### src/design/lpd_pkg.sv
// shared types and constants of the long press and drag detector
package lpd_pkg;

    localparam int POS_W      = 16;
    localparam int BTN_W      = 8;
    localparam int CLICK_W    = 4;
    localparam int RADIUS_W   = 12;
    localparam int RADIUS_SQ_W = 2 * RADIUS_W;
    localparam int TICK_W     = 16;
    localparam int CFG_DATA_W = 16;
    localparam int CFG_IDX_W  = 1;

    localparam logic [RADIUS_W-1:0] RADIUS_RESET   = 12'd4;
    localparam logic [TICK_W-1:0]   DURATION_RESET = 16'd500;

    localparam logic [CFG_IDX_W-1:0] CFG_RADIUS   = 1'd0;
    localparam logic [CFG_IDX_W-1:0] CFG_DURATION = 1'd1;

    typedef enum logic [1:0] {
        OP_TICK = 2'd0,
        OP_DOWN = 2'd1,
        OP_UP   = 2'd2,
        OP_MOVE = 2'd3
    } op_t;

    typedef enum logic [1:0] {
        GESTURE_NONE = 2'd0,
        GESTURE_LONG = 2'd1,
        GESTURE_DRAG = 2'd2
    } gesture_t;

    typedef struct packed {
        op_t                       opcode;
        logic signed [POS_W-1:0]   pos_x;
        logic signed [POS_W-1:0]   pos_y;
        logic [BTN_W-1:0]          button_mask;
        logic [CLICK_W-1:0]        click_count;
    } event_t;

    typedef struct packed {
        gesture_t                  gesture;
        logic signed [POS_W-1:0]   origin_x;
        logic signed [POS_W-1:0]   origin_y;
        logic [BTN_W-1:0]          gesture_buttons;
        logic [BTN_W-1:0]          released_buttons;
    } result_t;

    typedef struct packed {
        logic [RADIUS_SQ_W-1:0]    radius_sq;
        logic [TICK_W-1:0]         duration;
    } cfg_t;

endpackage

### src/design/long_press_and_drag_detector.sv
// long press and drag detector top level
//
// usage:
//   evt channel (evt_valid, evt_stall, evt) carries pointer events and ticks
//   res channel (res_valid, res_stall, res) returns exactly one result per event
//   a transaction happens on a rising edge with valid high and stall low
//   cfg_write with cfg_index and cfg_data writes the drag radius (index 0)
//   or the long press duration in ticks (index 1); write only while idle (not enforced)
// timing:
//   an event waits in the input register, then its result is loaded into the
//   result register
//   one event per cycle is sustained while res is not stalled; all work is one pass through the
//   distance squarers and the tick compare
// reset:
//   tracking disarmed, position, buttons and tick count cleared,
//   radius 4 and duration 500
// stall:
//   a stalled result holds; the input register still takes one more event,
//   and evt_stall rises only when both registers are full
module long_press_and_drag_detector (
    input  logic                             clk,
    input  logic                             rst_n,
    input  logic                             evt_valid,
    output logic                             evt_stall,
    input  lpd_pkg::event_t                  evt,
    output logic                             res_valid,
    input  logic                             res_stall,
    output lpd_pkg::result_t                 res,
    input  logic                             cfg_write,
    input  logic [lpd_pkg::CFG_IDX_W-1:0]    cfg_index,
    input  logic [lpd_pkg::CFG_DATA_W-1:0]   cfg_data
);
    import lpd_pkg::*;

    cfg_t    cfg;
    event_t  evt_q_reg;
    logic    evt_q_valid_reg, evt_q_valid_next;
    result_t res_reg;
    result_t core_res;
    logic    res_valid_reg, res_valid_next;
    logic    advance;

    lpd_cfg u_cfg (
        .clk       (clk),
        .rst_n     (rst_n),
        .cfg_write (cfg_write),
        .cfg_index (cfg_index),
        .cfg_data  (cfg_data),
        .cfg       (cfg)
    );

    lpd_core u_core (
        .clk   (clk),
        .rst_n (rst_n),
        .fire  (advance),
        .ev    (evt_q_reg),
        .cfg   (cfg),
        .res   (core_res)
    );

    assign advance   = evt_q_valid_reg && (!res_valid_reg || !res_stall);
    assign evt_stall = evt_q_valid_reg && !advance;

    always_comb
    begin
        evt_q_valid_next = evt_q_valid_reg;
        if (evt_valid && !evt_stall)
            evt_q_valid_next = 1'b1;
        else if (advance)
            evt_q_valid_next = 1'b0;

        res_valid_next = res_valid_reg;
        if (advance)
            res_valid_next = 1'b1;
        else if (!res_stall)
            res_valid_next = 1'b0;
    end

    always_ff @(posedge clk or negedge rst_n)
    begin
        if (!rst_n)
        begin
            evt_q_valid_reg <= 1'b0;
            res_valid_reg   <= 1'b0;
        end
        else
        begin
            evt_q_valid_reg <= evt_q_valid_next;
            res_valid_reg   <= res_valid_next;
        end
    end

    always_ff @(posedge clk)
    begin
        if (evt_valid && !evt_stall)
            evt_q_reg <= evt;
        if (advance)
            res_reg <= core_res;
    end

    assign res_valid = res_valid_reg;
    assign res       = res_reg;

    // no gesture means no origin and no gesture buttons
    a_quiet_zero: assert property (@(posedge clk) disable iff (!rst_n)
        res_valid && res.gesture == GESTURE_NONE |->
            res.origin_x == '0 && res.origin_y == '0 && res.gesture_buttons == '0)
        else $error("idle result carries gesture fields");

    // released buttons only come without a gesture
    a_release_alone: assert property (@(posedge clk) disable iff (!rst_n)
        res_valid && res.released_buttons != '0 |-> res.gesture == GESTURE_NONE)
        else $error("release reported together with a gesture");

    // an event in the input register moves on whenever the result side is free
    a_moves_on: assert property (@(posedge clk) disable iff (!rst_n)
        evt_q_valid_reg && !res_valid |=> res_valid)
        else $error("event held back with result register empty");

endmodule

### src/design/lpd_cfg.sv
// configuration registers with the squared drag radius kept ready
module lpd_cfg (
    input  logic                             clk,
    input  logic                             rst_n,
    input  logic                             cfg_write,
    input  logic [lpd_pkg::CFG_IDX_W-1:0]    cfg_index,
    input  logic [lpd_pkg::CFG_DATA_W-1:0]   cfg_data,
    output lpd_pkg::cfg_t                    cfg
);
    import lpd_pkg::*;

    logic [RADIUS_W-1:0]    radius;
    logic [RADIUS_SQ_W-1:0] radius_sq_reg;
    logic [TICK_W-1:0]      duration_reg;

    assign radius = cfg_data[RADIUS_W-1:0];

    always_ff @(posedge clk or negedge rst_n)
    begin
        if (!rst_n)
        begin
            radius_sq_reg <= RADIUS_SQ_W'(RADIUS_RESET * RADIUS_RESET);
            duration_reg  <= DURATION_RESET;
        end
        else if (cfg_write)
        begin
            unique case (cfg_index)
                CFG_RADIUS:   radius_sq_reg <= {{RADIUS_W{1'b0}}, radius}
                                             * {{RADIUS_W{1'b0}}, radius};
                CFG_DURATION: duration_reg  <= cfg_data[TICK_W-1:0];
            endcase
        end
    end

    assign cfg.radius_sq = radius_sq_reg;
    assign cfg.duration  = duration_reg;

endmodule

### src/design/lpd_core.sv
// tracking state and gesture decision for one event
module lpd_core (
    input  logic             clk,
    input  logic             rst_n,
    input  logic             fire,
    input  lpd_pkg::event_t  ev,
    input  lpd_pkg::cfg_t    cfg,
    output lpd_pkg::result_t res
);
    import lpd_pkg::*;

    logic                    armed_reg, armed_next;
    logic signed [POS_W-1:0] click_x_reg, click_x_next;
    logic signed [POS_W-1:0] click_y_reg, click_y_next;
    logic [BTN_W-1:0]        held_reg, held_next;
    logic [BTN_W-1:0]        armed_btn_reg, armed_btn_next;
    logic [TICK_W-1:0]       elapsed_reg, elapsed_next;

    logic [TICK_W-1:0]       tick_inc;
    logic signed [POS_W:0]   dx, dy;
    logic [POS_W-1:0]        adx, ady;
    logic [2*POS_W-1:0]      sqx, sqy;
    logic [2*POS_W:0]        dist_sq;
    logic                    reach;

    // squared distance from the click point
    assign dx   = {click_x_reg[POS_W-1], click_x_reg} - {ev.pos_x[POS_W-1], ev.pos_x};
    assign dy   = {click_y_reg[POS_W-1], click_y_reg} - {ev.pos_y[POS_W-1], ev.pos_y};
    assign adx  = dx[POS_W] ? POS_W'(-dx) : dx[POS_W-1:0];
    assign ady  = dy[POS_W] ? POS_W'(-dy) : dy[POS_W-1:0];
    assign sqx  = adx * adx;
    assign sqy  = ady * ady;
    assign dist_sq = {1'b0, sqx} + {1'b0, sqy};
    assign reach = dist_sq >= (2*POS_W+1)'(cfg.radius_sq);

    assign tick_inc = (elapsed_reg == {TICK_W{1'b1}}) ? elapsed_reg
                                                       : elapsed_reg + TICK_W'(1);

    always_comb
    begin
        armed_next     = armed_reg;
        click_x_next   = click_x_reg;
        click_y_next   = click_y_reg;
        held_next      = held_reg;
        armed_btn_next = armed_btn_reg;
        elapsed_next   = elapsed_reg;
        res            = '0;
        res.gesture    = GESTURE_NONE;
        unique case (ev.opcode)
            OP_TICK:
            begin
                if (armed_reg)
                begin
                    elapsed_next = tick_inc;
                    if (tick_inc >= cfg.duration)
                    begin
                        res.gesture         = GESTURE_LONG;
                        res.origin_x        = click_x_reg;
                        res.origin_y        = click_y_reg;
                        res.gesture_buttons = armed_btn_reg;
                        armed_next          = 1'b0;
                    end
                end
            end
            OP_DOWN:
            begin
                held_next = ev.button_mask;
                if (ev.button_mask != '0 && ev.click_count == CLICK_W'(1))
                begin
                    armed_next     = 1'b1;
                    click_x_next   = ev.pos_x;
                    click_y_next   = ev.pos_y;
                    elapsed_next   = '0;
                    armed_btn_next = ev.button_mask;
                end
            end
            OP_UP:
            begin
                armed_next           = 1'b0;
                res.released_buttons = held_reg;
                held_next            = ev.button_mask;
            end
            OP_MOVE:
            begin
                if (armed_reg && reach)
                begin
                    res.gesture         = GESTURE_DRAG;
                    res.origin_x        = click_x_reg;
                    res.origin_y        = click_y_reg;
                    res.gesture_buttons = held_reg;
                    armed_next          = 1'b0;
                end
            end
        endcase
    end

    always_ff @(posedge clk or negedge rst_n)
    begin
        if (!rst_n)
        begin
            armed_reg     <= 1'b0;
            click_x_reg   <= '0;
            click_y_reg   <= '0;
            held_reg      <= '0;
            armed_btn_reg <= '0;
            elapsed_reg   <= '0;
        end
        else if (fire)
        begin
            armed_reg     <= armed_next;
            click_x_reg   <= click_x_next;
            click_y_reg   <= click_y_next;
            held_reg      <= held_next;
            armed_btn_reg <= armed_btn_next;
            elapsed_reg   <= elapsed_next;
        end
    end

    // a reported gesture always ends tracking
    a_gesture_disarms: assert property (@(posedge clk) disable iff (!rst_n)
        fire && res.gesture != GESTURE_NONE |=> !armed_reg)
        else $error("tracking still armed after a gesture report");

    // a button up never leaves tracking armed
    a_up_disarms: assert property (@(posedge clk) disable iff (!rst_n)
        fire && ev.opcode == OP_UP |=> !armed_reg)
        else $error("tracking still armed after button up");

    // a drag needs an armed tracker and a move
    a_drag_source: assert property (@(posedge clk) disable iff (!rst_n)
        res.gesture == GESTURE_DRAG |-> armed_reg && ev.opcode == OP_MOVE)
        else $error("drag reported without armed move");

endmodule
### config.mk
export PLATFORM = sky130hd
export DESIGN_NAME = long_press_and_drag_detector
export DESIGN_NICKNAME = d
export VERILOG_FILES = /design/src/design/lpd_pkg.sv /design/src/design/long_press_and_drag_detector.sv /design/src/design/lpd_cfg.sv /design/src/design/lpd_core.sv
export SDC_FILE = /design/constraint.sdc
export NUM_CORES = 2
export LEC_CHECK = 0
export BUFFER_PORTS_ARGS = -buffer_cell sky130_fd_sc_hd__buf_2
export CORE_UTILIZATION = 55
export DETAILED_ROUTE_END_ITERATION = 8
export HOLD_SLACK_MARGIN = 0.08
export PLACE_DENSITY = 0.75
export SLEW_MARGIN = 20
export SYNTH_ARGS = -nofsm -noshare
export SYNTH_HDL_FRONTEND = slang
export SYNTH_SLANG_ARGS = --single-unit
### constraint.sdc
create_clock -name clk -period 11.8 [get_ports clk]
set_input_delay 1.18 -clock clk [delete_from_list [all_inputs] [get_ports clk]]
set_output_delay 1.18 -clock clk [all_outputs]
set_load 0.005 [all_outputs]
# Word-level counts from Yosys, hierarchy flattened
# Cells that the tools add are included.
dict set report totals {
  regBits 203
  output_inout_bits 52
  in_bits 68
}
dict set report op_classes {
  eq_ne 9
  reduce_logical 21
  bitwise_logic 1
  multipliers 3
  magnitude_cmp 2
  addsub 6
  n_mux 19
}
# operator count
set ops {}
lappend ops {{42-bit 2-to-1 mux} 2}
lappend ops {{42-bit case mux with 2 select lines} 1}
lappend ops {{16-bit 2-to-1 mux} 5}
lappend ops {{16-bit by 16-bit multiplier with 32-bit output} 2}
lappend ops {{41-bit 2-to-1 mux} 1}
lappend ops {{16-bit by 16-bit subtractor with 17-bit output} 2}
lappend ops {{32-bit by 32-bit adder with 33-bit output} 1}
lappend ops {{33-bit by 24-bit greater-or-equal comparator with 1-bit output} 1}
lappend ops {{16-bit negator} 2}
lappend ops {{16-bit case mux with 2 select lines} 1}
lappend ops {{12-bit by 12-bit multiplier with 24-bit output} 1}
lappend ops {{16-bit by 1-bit adder with 16-bit output (second input constant)} 1}
lappend ops {{16-bit == test (second input constant)} 1}
lappend ops {{16-bit greater-or-equal comparator} 1}
lappend ops {{1-bit 2-to-1 mux} 8}
lappend ops {{2-bit by 1-bit inequality test with 1-bit output (second input constant)} 4}
lappend ops {{8-bit nonzero test} 1}
lappend ops {{2-bit AND reduction} 3}
lappend ops {{3-bit AND reduction} 2}
lappend ops {{1-bit logical AND} 5}
lappend ops {{2-bit == test (second input constant)} 2}
lappend ops {{4-bit by 1-bit == test with 1-bit output (second input constant)} 1}
lappend ops {{1-bit logical NOT} 4}
lappend ops {{1-bit case mux with 4 select lines} 1}
lappend ops {{7 further kinds} 8}

# Logic depth before layout (Yosys ltp)
dict set report logic_depth {
  ltp_word 9
  depth_mapped 50
  mapped_depth_nobuf 48
}

# Modules after synthesis
# Synthesis repeated with hierarchy kept, for this count alone.
dict set report unflattened {
  hier_cells 3177
  area_unflattened_um2 30410.4
}
# module area_per_inst_um2 cells_per_inst seq_area_each_um2 n_inst
set modules_own_cells {}
lappend modules_own_cells {lpd_core 21739.6 2454 1626.6 1}
lappend modules_own_cells {lpd_cfg 5695.5 619 984.7 1}
lappend modules_own_cells {long_press_and_drag_detector 2975.4 104 2932.8 1}

# Worst setup path after synthesis
# OpenSTA, ideal clock, no wires.
dict set report synth_timing {
  kind {register -> register}
  from {register u_core.click_x_reg[0]}
  to {register res_reg (netlist bit res[18]), data pin}
  n_path_buf 1
  arrival_time_ps 11366
  path_stages_with_launch 50
  path_slack_ps 180
  setup_time_ps 253
  t_required_ps 11547
  period_less_slack_ps 11620
  cell_sequence {dfrtp_1 > inv_1 > ha_1 > inv_1 > fa_1 > a21o_1 > a21oi_1 > o21ai_0 > a21o_1 > a21o_1 > o21ai_0 > nor2b_1 > o21ai_0 > or2_2 > xor2_1 > clkinv_1 > nand2_1 > inv_1 > [14 not listed] > o21ai_0 > a41oi_1 > o21ai_0 > a21oi_1 > xnor2_1 > ha_1 > a21o_1 > a21oi_1 > nor2b_1 > o21ai_0 > a21oi_1 > nor4_1 > o2111ai_1 > nor4_1 > nand3_1 > a211oi_4 > buf_6 > nor2_1}
}
# element line_no
set synth_lines {}
lappend synth_lines {{start: declaration} lpd_core.sv:13} ;# logic signed [POS_W-1:0] click_x_reg, click_x_next;
lappend synth_lines {{start signal: assignment} lpd_core.sv:111} ;# click_x_reg <= click_x_next;
lappend synth_lines {{end signal: assignment} long_press_and_drag_detector.sv:98} ;# res_reg <= core_res;
lappend synth_lines {{end: declaration} long_press_and_drag_detector.sv:38} ;# result_t res_reg;

==> reports/results.ini <==
[yosys]
synth_edf_count=96
ys_types=78
synth_cells=3077
synth_xor_area_frac=0.0348
yosys.area_share.simple=0.118
synth_top_family_by_area=adder cells
yosysMostFrequentCell=inv_1
synth_compound_area_frac=0.0778
synth_nets=3936
synth_seq_area_share=0.190
synth_top_area_frac=0.321
yosys_warnings=0
async_flop_share=0.525
synthMuxAreaShare=0.0164
syn_area_per_cell_sq_um=9.50
netlist_top_cells_area=fa_1 (32%), ha_1 (14%), edfxtp_1 (9.9%)
syn_area_sq_um=29200
yosys.area_share.adder=0.459
synthTopCellsByCount=inv_1 (726), fa_1 (468), ha_1 (323)
yosys.area.top_type=fa_1
synth-seq-cells=202
synth_ff_type=dfrtp_1

[drt]
vias=21300
first_pass_iters=6
drt_iter0_markers=1230
antenna_left=0
drc=0
wl_per_cell_microns=16.7
routed_wl_microns=67800
vias_per_cell=5.26

[critical_path]
cp.buffers_inverters=9
critical_path.endpoint_type=flop
cp_max_fo=8
critical_path.max_stage_delay_ns=0.59
cp.depth=48
cp-start-kind=flop
worstSetupEndpoint=res[44]
reg2reg_depth=48
path_class=reg -> reg
reg2reg_slack_ns=0.30
r2r-start=u_core.click_x_reg[0]
r2r_end=res[44]
cp_common_cell=fa_1
critPathRequiredTime_ns=12.06
critical-path-slowest-cell=fa_1
worstPathArrival_ns=11.77
crit_start=u_core.click_x_reg[0]
critical_path.top_delay_family=adder cells

[finish]
diodes=0
fin_nets=4205
largest_reg_flops=50
utilization=0.640
stdcell_area_sq_um=33600
drive_gt1_frac=0.181
area_growth_syn_to_layout_pct=15.0

[sta]
slew_headroom=0.406
rsz0062_at_grt=yes
min_period_ns=11.50
hold_violations=0
fin_crit_sh=0.975
setup_viol=0
tns_ns=0
skew_ns=0.0419
final_max_slew_viol_count=0
max_freq_ghz=0.0870
tightest_slew_ns=0.891

[clock_tree]
cts_buffers=22
cts_hold_buf=0
insertion_delay_ns=0.54
cts_tree=done
root_buffer=clkbuf_16
clock-sinks=202
clk_pin_slew_ns=0.06
clock_path_buffers=3
h-tree-depth=1

[status]
status=complete, no violations

[global_routing]
gr-total-overflow=0
antenna_found_initial=0
grt_usage=0.259
grt_pass1_vias=21900
grt_max_degree=71
grt_pass1_wl_microns=111000

[floorplan]
core_area_sq_um=52600
die_area_sq_um=54100
dieHeight_microns=233
initial_core_util=0.556
num_io_pins=120
die_x_microns=233
row_count=84

[min_path]
hold_depth=2
hold_class=reg -> reg

[place]
place_congestion=0.985
dp.final_hpwl_microns=55800
portBuffers=119
placed_area_sq_um=31500

[job]
drv_cap=0

==> worst min-delay path by stage <==
stage	startpoint	endpoint	slack, ns
after floorplan	evt_q_valid_reg	res_valid	0.44
after global placement	u_cfg.radius_sq_reg[13]	u_cfg.radius_sq_reg[13]	0.46
after detailed placement	u_cfg.radius_sq_reg[17]	u_cfg.radius_sq_reg[17]	0.47
after CTS	u_cfg.duration_reg[6]	u_cfg.duration_reg[6]	0.48
after global routing	u_cfg.radius_sq_reg[5]	u_cfg.radius_sq_reg[5]	0.50
final	u_cfg.duration_reg[6]	u_cfg.duration_reg[6]	0.48
==> placed cells by master, fill, tap and decap left out, types with 57 or more instances in the layout <==
| master | synthesis | routed |
|---|---|---|
| nor2_1 | 261 | 222 |
| ha_1 | 323 | 311 |
| buf_4 | 0 | 174 |
| edfxtp_1 | 96 | 96 |
| and2_1 | 58 | 57 |
| xnor2_1 | 68 | 59 |
| inv_1 | 726 | 710 |
| o21ai_0 | 111 | 98 |
| fa_1 | 468 | 451 |
| buf_2 | 1 | 120 |
| a21oi_1 | 81 | 69 |
| nand2_1 | 257 | 248 |
| dfrtp_1 | 99 | 99 |
==> metrics by stage <==
step | instances | hold WS (ns) | worst slack, ns
6_report | 4050 | 0.478 | 0.300
4_1_cts | 3993 | 0.481 | 0.00345
2_1_floorplan | 3077 | 0.444 | 0.180
3_5_place_dp | 3949 | 0.473 | -0.310
5_1_grt | 4050 | 0.503 | -0.175
3_3_place_gp | 3949 | 0.463 | -0.0978
==> per-layer routing <==
layer | vias to the layer above | global-route usage | share of wire
met5 | - | 0 | 0
met4 | 0 | 0.0582 | 0.025
met3 | 120 | 0.0243 | 0.050
met2 | 501 | 0.433 | 0.48
met1 | 10600 | 0.365 | 0.44
li1 | 10100 | - | -
==> worst reg2reg max path, delay by kind of cell (launching register included) <==
kind | cells | cell delay, ns
simple gates | 10 | 2.06
buf+inv | 9 | 1.18
flops | 1 | 0.40
xor+xnor | 3 | 0.34
fa+ha+maj | 12 | 5.09
compound gates | 14 | 2.22
==> repair_timing <==
action / in CTS / in global routing
resized for setup: 11 / 231
cloned: 1 / 3
pin swaps: 5 / 147
endpoints found under the setup margin: 42 / 42
buffers inserted: 3 / 55
==> final cells by class <==
class                           instances  area (sq um)
Clock buffer                           29           597
Clock inverter                         11           110
Fill cell                            4129         18900
Inverter                              738          2780
Multi-Input combinational cell       2069         21500
Sequential cell                       202          5540
Tap cell                              688           861
Timing Repair Buffer                  313          2230
==> cells by family (layout without fill, tap and decap cells) <==
kind of cell,Yosys count,count (layout)
muxes,43,43
AOI/OAI and AO/OA,357,357
buffers and inverters,806,1091
xor gates and xnor gates,116,116
and+or+nand+nor,762,762
DFF,202,202
adders and majority gates,791,791
Power is left out: the tool's default activity adds up to more than one toggle a clock period on the data nets, which glitch-free logic cannot reach.
